===== src/design/vkhs_pkg.sv =====
// Shared types and constants for the variable-kappa heat stencil block.
// No dependencies.
`timescale 1ns / 1ps

package vkhs_pkg;

  localparam int VAL_W       = 32;
  localparam int FLUX_STAGES = 6;
  localparam int FIFO_DEPTH  = 16;
  localparam int FIFO_AW     = 4;

  typedef enum logic [1:0] {
    REG_WIDTH  = 2'd0,
    REG_HEIGHT = 2'd1,
    REG_DEPTH  = 2'd2,
    REG_FACTOR = 2'd3
  } reg_idx_t;

  typedef struct packed {
    logic       last;
    logic [9:0] plane;
    logic [5:0] row;
    logic [5:0] col;
  } meta_t;

  // one interior point: centre, source and the six face neighbors
  typedef struct packed {
    logic [5:0][VAL_W-1:0] un;
    logic [5:0][VAL_W-1:0] kn;
    logic [VAL_W-1:0]      uc;
    logic [VAL_W-1:0]      kc;
    logic [VAL_W-1:0]      src;
    meta_t                 meta;
  } op_t;

  typedef struct packed {
    meta_t            meta;
    logic [VAL_W-1:0] value;
  } res_t;

endpackage


===== src/design/vkhs_fifo.sv =====
// Result queue between the arithmetic pipeline and the output stream.
// Depends on vkhs_pkg.
`timescale 1ns / 1ps

module vkhs_fifo import vkhs_pkg::*; (
  input  logic             clk,
  input  logic             rst,
  input  logic             wr_valid,
  input  res_t             wr_data,
  output logic             rd_valid,
  input  logic             rd_ready,
  output res_t             rd_data,
  output logic [FIFO_AW:0] count
);

  res_t             mem [FIFO_DEPTH];
  logic [FIFO_AW-1:0] wp, rp;
  logic             pop;

  assign rd_valid = count != '0;
  assign pop      = rd_valid && rd_ready;
  assign rd_data  = mem[rp];

  always_ff @(posedge clk) begin
    if (wr_valid) begin
      mem[wp] <= wr_data;
    end
  end

  always_ff @(posedge clk) begin
    if (rst) begin
      wp    <= '0;
      rp    <= '0;
      count <= '0;
    end else begin
      if (wr_valid) begin
        wp <= wp + FIFO_AW'(1);
      end
      if (pop) begin
        rp <= rp + FIFO_AW'(1);
      end
      count <= count + (FIFO_AW+1)'(wr_valid) - (FIFO_AW+1)'(pop);
    end
  end

endmodule


===== config.mk =====
export PLATFORM = sky130hd
export DESIGN_NAME = vkhs_fifo
export DESIGN_NICKNAME = d
export VERILOG_FILES = /design/src/design/vkhs_pkg.sv /design/src/design/vkhs_fifo.sv
export SDC_FILE = /design/constraint.sdc
export NUM_CORES = 1
export LEC_CHECK = 0
export BUFFER_PORTS_ARGS = -buffer_cell sky130_fd_sc_hd__buf_4
export CAP_MARGIN = 20
export CORE_MARGIN = 2
export CORE_UTILIZATION = 45
export CTS_BUF_LIST = sky130_fd_sc_hd__clkbuf_16
export DETAILED_ROUTE_END_ITERATION = 8
export PLACE_DENSITY = 0.59
export SLEW_MARGIN = 20
export SYNTH_ARGS = -nofsm -noshare
export SYNTH_HDL_FRONTEND = slang
export SYNTH_SLANG_ARGS = --single-unit

===== constraint.sdc =====
create_clock -name clk -period 5.9 [get_ports clk]
set_input_delay 0 -clock clk [delete_from_list [all_inputs] [get_ports clk]]
set_output_delay 0 -clock clk [all_outputs]
set_load 0.01 [all_outputs]

**After elaboration in Yosys (flattened, before gate mapping)**

Memories as Yosys holds them, arrays and structs flattened. A register that Yosys moved wholly into a read port is not among the register bits.
Cells that the tools add are included.
W data, S select, Z words.

- Register bits: 13
- RAM bits: 880
- Memories kept: 1
- Input port bits: 59
- Logic and storage cells: 14

Memory list:

| name | words | width | read ports | clocked after memory_dff | write ports | line | source |
|---|---|---|---|---|---|---|---|
| mem | 16 | 55 | 1 | 1 | 1 | vkhs_fifo.sv:16 | `res_t mem [FIFO_DEPTH];` |

- Reduce and logical (&&, ||, !) cells: 2
- $add $sub $neg: 4
- Mux-type cells: 4

Operator list:

| operator | number |
|---|---|
| $add A4 B1 Y4 const B | 2 |
| $mux W4 | 2 |
| $add A5 B1 Y5 | 1 |
| $reduce_bool A5 Y1 | 1 |
| $sub A5 B1 Y5 | 1 |
| $mux W1 | 2 |
| $logic_and A1 B1 Y1 | 1 |

**Depth between registers and ports, before layout**

- Depth after elaboration: 4
- Depth in mapped cells: 14
- Gate-level depth less buffers: 13

**Worst setup path after synthesis**

Ideal clock, no wire load.

- Kind: register to register
- Start: reg count[3]
- End: reg count[4]
- Cell stages (with the launch flop): 15
- Arrival: 2.854 ns
- Period minus slack after synthesis: 2.924 ns
- Slack: 2.976 ns
- Buffers on the path: 1
- Cell sequence: dfxtp_1 -> inv_1 -> ha_1 -> or4b_1 -> clkbuf_1 -> nand2_1 -> inv_1 -> ha_1 -> inv_1 -> ha_1 -> fa_1 -> a21oi_1 -> nor2_1 -> or3_1 -> a21oi_1

- Word-level cells in the longest chain between the ends: 3
- Elaborated cells on any way between the ends: 4
- Classes of those cells: add/sub (2); reduce/logical (2)

RTL lines:

| element | line | source |
|---|---|---|
| start: declaration | vkhs_fifo.sv:13 | `output logic [FIFO_AW:0] count` |
| start signal: assignment | vkhs_fifo.sv:42 | `count <= count + (FIFO_AW+1)'(wr_valid) - (FIFO_AW+1)'(pop);` |
| $reduce_bool A5 Y1 | vkhs_fifo.sv:20 | `assign rd_valid = count != '0;` |
| net rd_valid | vkhs_fifo.sv:10 | `output logic rd_valid,` |
| $logic_and A1 B1 Y1 | vkhs_fifo.sv:21 | `assign pop = rd_valid && rd_ready;` |
| $sub A5 B1 Y5 | vkhs_fifo.sv:42 |  |

The timed path passes the listed nets, and every way through them passes these cells.
A chain may end at the register's enable or synchronous reset.

==> run metrics <==
setup_tns 0 ns; Design Area, Final 39,200 µm²; CP required 5.90 ns; clock skew 0.0142 ns; status complete, no violations; Placeable Area 74,300 µm²; worst path arrival time 3.28 ns; YS warnings 0; cells after synthesis approximately 1,400; number of fill cells 5,813; R2R depth 13; Clock Path Buffers 3; r2r endpoint count[4]$_SDFF_PP0_; post-DP HPWL 35,600 µm; Highest Clock Rate 305 MHz; Std-Cell Rows 100; final hold slack 0.199 ns; Post-Place Cell Area around 36,000 µm²; post-synthesis async set-or-reset flop share 0; Routed Antenna Nets 0; I/O Buffers 119; DRC 0; worst r2r src count[3]$_SDFF_PP0_; TritonCTS clock tree done; clock latency on the worst-skew pair 0.64 ns; clock-pin slew on the worst setup and hold paths 0.06 ns; CP Class reg2out; sequential share of the synthesized area 0.794; syn avg cell area 23.4 µm²; CTS resizes 0; endpoints failing setup 0; vias in the first global route 16,500; Post-Syn Area roughly 34,000 µm²; # hold bufs at CTS slightly below 60; min Tclk post-route 3.28 ns; Synth area leader edfxtp_1; antenna violations before repair 4; Ports 120; Post-CTS Setup Repair Bufs 0; EDFF count, synth 880; maxcap violations 0; ratio of total power to cell area 391 nW/µm²; Hold Violations, Final 0; final non-filler cell total between 2,000 and 3,000; Sequential Area 26,800 µm²; layout net count 1,732; RSZ-0062 raised after global routing false; Routed WL 74,400 µm; R2R Setup Slk approximately 2.9 ns; Synthesized Nets 1,513; initial core utilization 0.454; Max Slew Vio Count 0; Layout area overhead 16.4%; Crit. End Element output pin; largest cells by area after synthesis edfxtp_1 (78%), mux4_2 (15%), a22oi_1 (2.4%); Worst Tran Pin Value 1.07 ns; Die H 278 µm; leakage 0.0124 µW; max-slew headroom at the worst pin 0.285; routability cong. 0.696; First-pass DRT Iterations 5; Hold Path Sink count[4]$_SDFF_PP0_; Setup WS post-layout about 2.6 ns; vias per cell 5.73; fin crit share 0.556; first-pass GRT wire length 109,000 µm; root buf cell clkbuf_16; hold path start rst; top_reg_cell synth edfxtp_1; crit path max fanout 31; kind of start point of the critical path flop; clock sink count between 800 and 900; DRT iter0 DRCs 1,335; Worst Hold Depth 3; total number of vias 15,500; Overflow after GRT 0; ratio of cells with drive above 1 in the final layout 0.299; die area between 70,000 and 80,000 µm²; cell count after placement 2,480; area occupied by multi-input gates 6590 µm²; Die Width 278 µm; pin count of the biggest net entering global routing 111; WL/cell about 28 µm; Num CTS Buffers 90; post-place setup slack 2.89 ns; Synth top area share 0.784; worst min path class in2reg; number of H-tree levels 3; #FFs+latches synth 897; peak supply drop 0.326 mV; total track usage 0.195; Yosys cell types 29
[cells in the mapped netlist (2+ instances only)]
library cell and n:
buf_6 11, edfxtp_1 880, nand3_1 3, dfxtp_1 17, mux4_2 220, xnor2_1 3
buf_1 2, inv_1 9, buf_2 15, a22oi_1 110, clkbuf_1 46, a21oi_1 4
nor2_1 13, nand2_1 59, ha_1 11, and3_1 2, and2_1 17, xor2_1 6
nor2b_1 4
[cells by family after synthesis]
group / after synthesis / synth area share
AO/OA/AOI/OAI: 116 / 0.0255
buffers and inverters: 84 / 0.0125
multiplexers: 221 / 0.147
flip-flops: 897 / 0.794
AND/OR/NAND/NOR: 103 / 0.0139
adder cells (fa/ha/maj): 12 / 0.00468
XOR/XNOR: 9 / 0.00234
[area by class of cell]
| cell class | instances | share of cell area |
|---|---|---|
| sequential | 897 | 0.682 |
| multi-input combinational | 461 | 0.168 |
| clock buffer | 93 | 0.0593 |
| timing repair buffer | 202 | 0.0433 |
| tap | 969 | 0.0309 |
| clock inverter | 72 | 0.0153 |
| inverter | 9 | 0.000861 |
| antenna | 1 | 0.0000638 |
[metrics by stage]
stage	util	total power, µW
floorplan	-	9150
global placement	0.481	9890
detailed placement	0.481	9910
CTS	0.528	15500
global route	0.528	15900
finish	0.528	15300
[critical path: stages (launching register included)]
cell and delay [ns]:
dfxtp_1 0.46, nor2b_4 0.91, buf_4 0.65, a22oi_1 0.19, nand2_1 0.24, buf_4 0.17
[power by group]
part	internal [µW]	switching, µW
sequential	7100	66.2
clock	3260	2350
combinational	1340	1220
total	11700	3630
[flip-flops by register name, indices dropped and copies added, names as in the netlist, named ones only]
signal,cells
count,5
mem,880
rp,4
wp,4
[worst max path at each step]
stage / startpoint / endpoint / slack, ns
detailed placement: count[3]$_SDFF_PP0_ / count[4]$_SDFF_PP0_ / 2.89
floorplan: count[3]$_SDFF_PP0_ / count[4]$_SDFF_PP0_ / 2.98
global route: flop / rd_data[1] / 2.53
CTS: flop / rd_data[1] / 2.61
finish: flop / rd_data[1] / 2.62
global placement: count[3]$_SDFF_PP0_ / count[4]$_SDFF_PP0_ / 2.92
[layout by cell type (no fill, tap or decap), types with 12 or more instances in the layout]
cell type and instances:
clkinv_2 22, clkbuf_16 93, mux4_2 220, clkinv_1 16
dlygate4sd3_1 58, edfxtp_1 880, a22oi_1 110, nand2_1 59
buf_4 141, dfxtp_1 15, inv_1 26, nor2_1 12
and2_4 17
[routing by layer]
metal  vias to the layer above  wire length [µm]  track usage
met5                         -                30            0
met4                         6               927       0.0426
met3                        81              3420       0.0290
met2                       388             39000        0.341
met1                      8443             31100        0.260
li1                       6588                 -            -
Power figures use the tool's default switching activity.
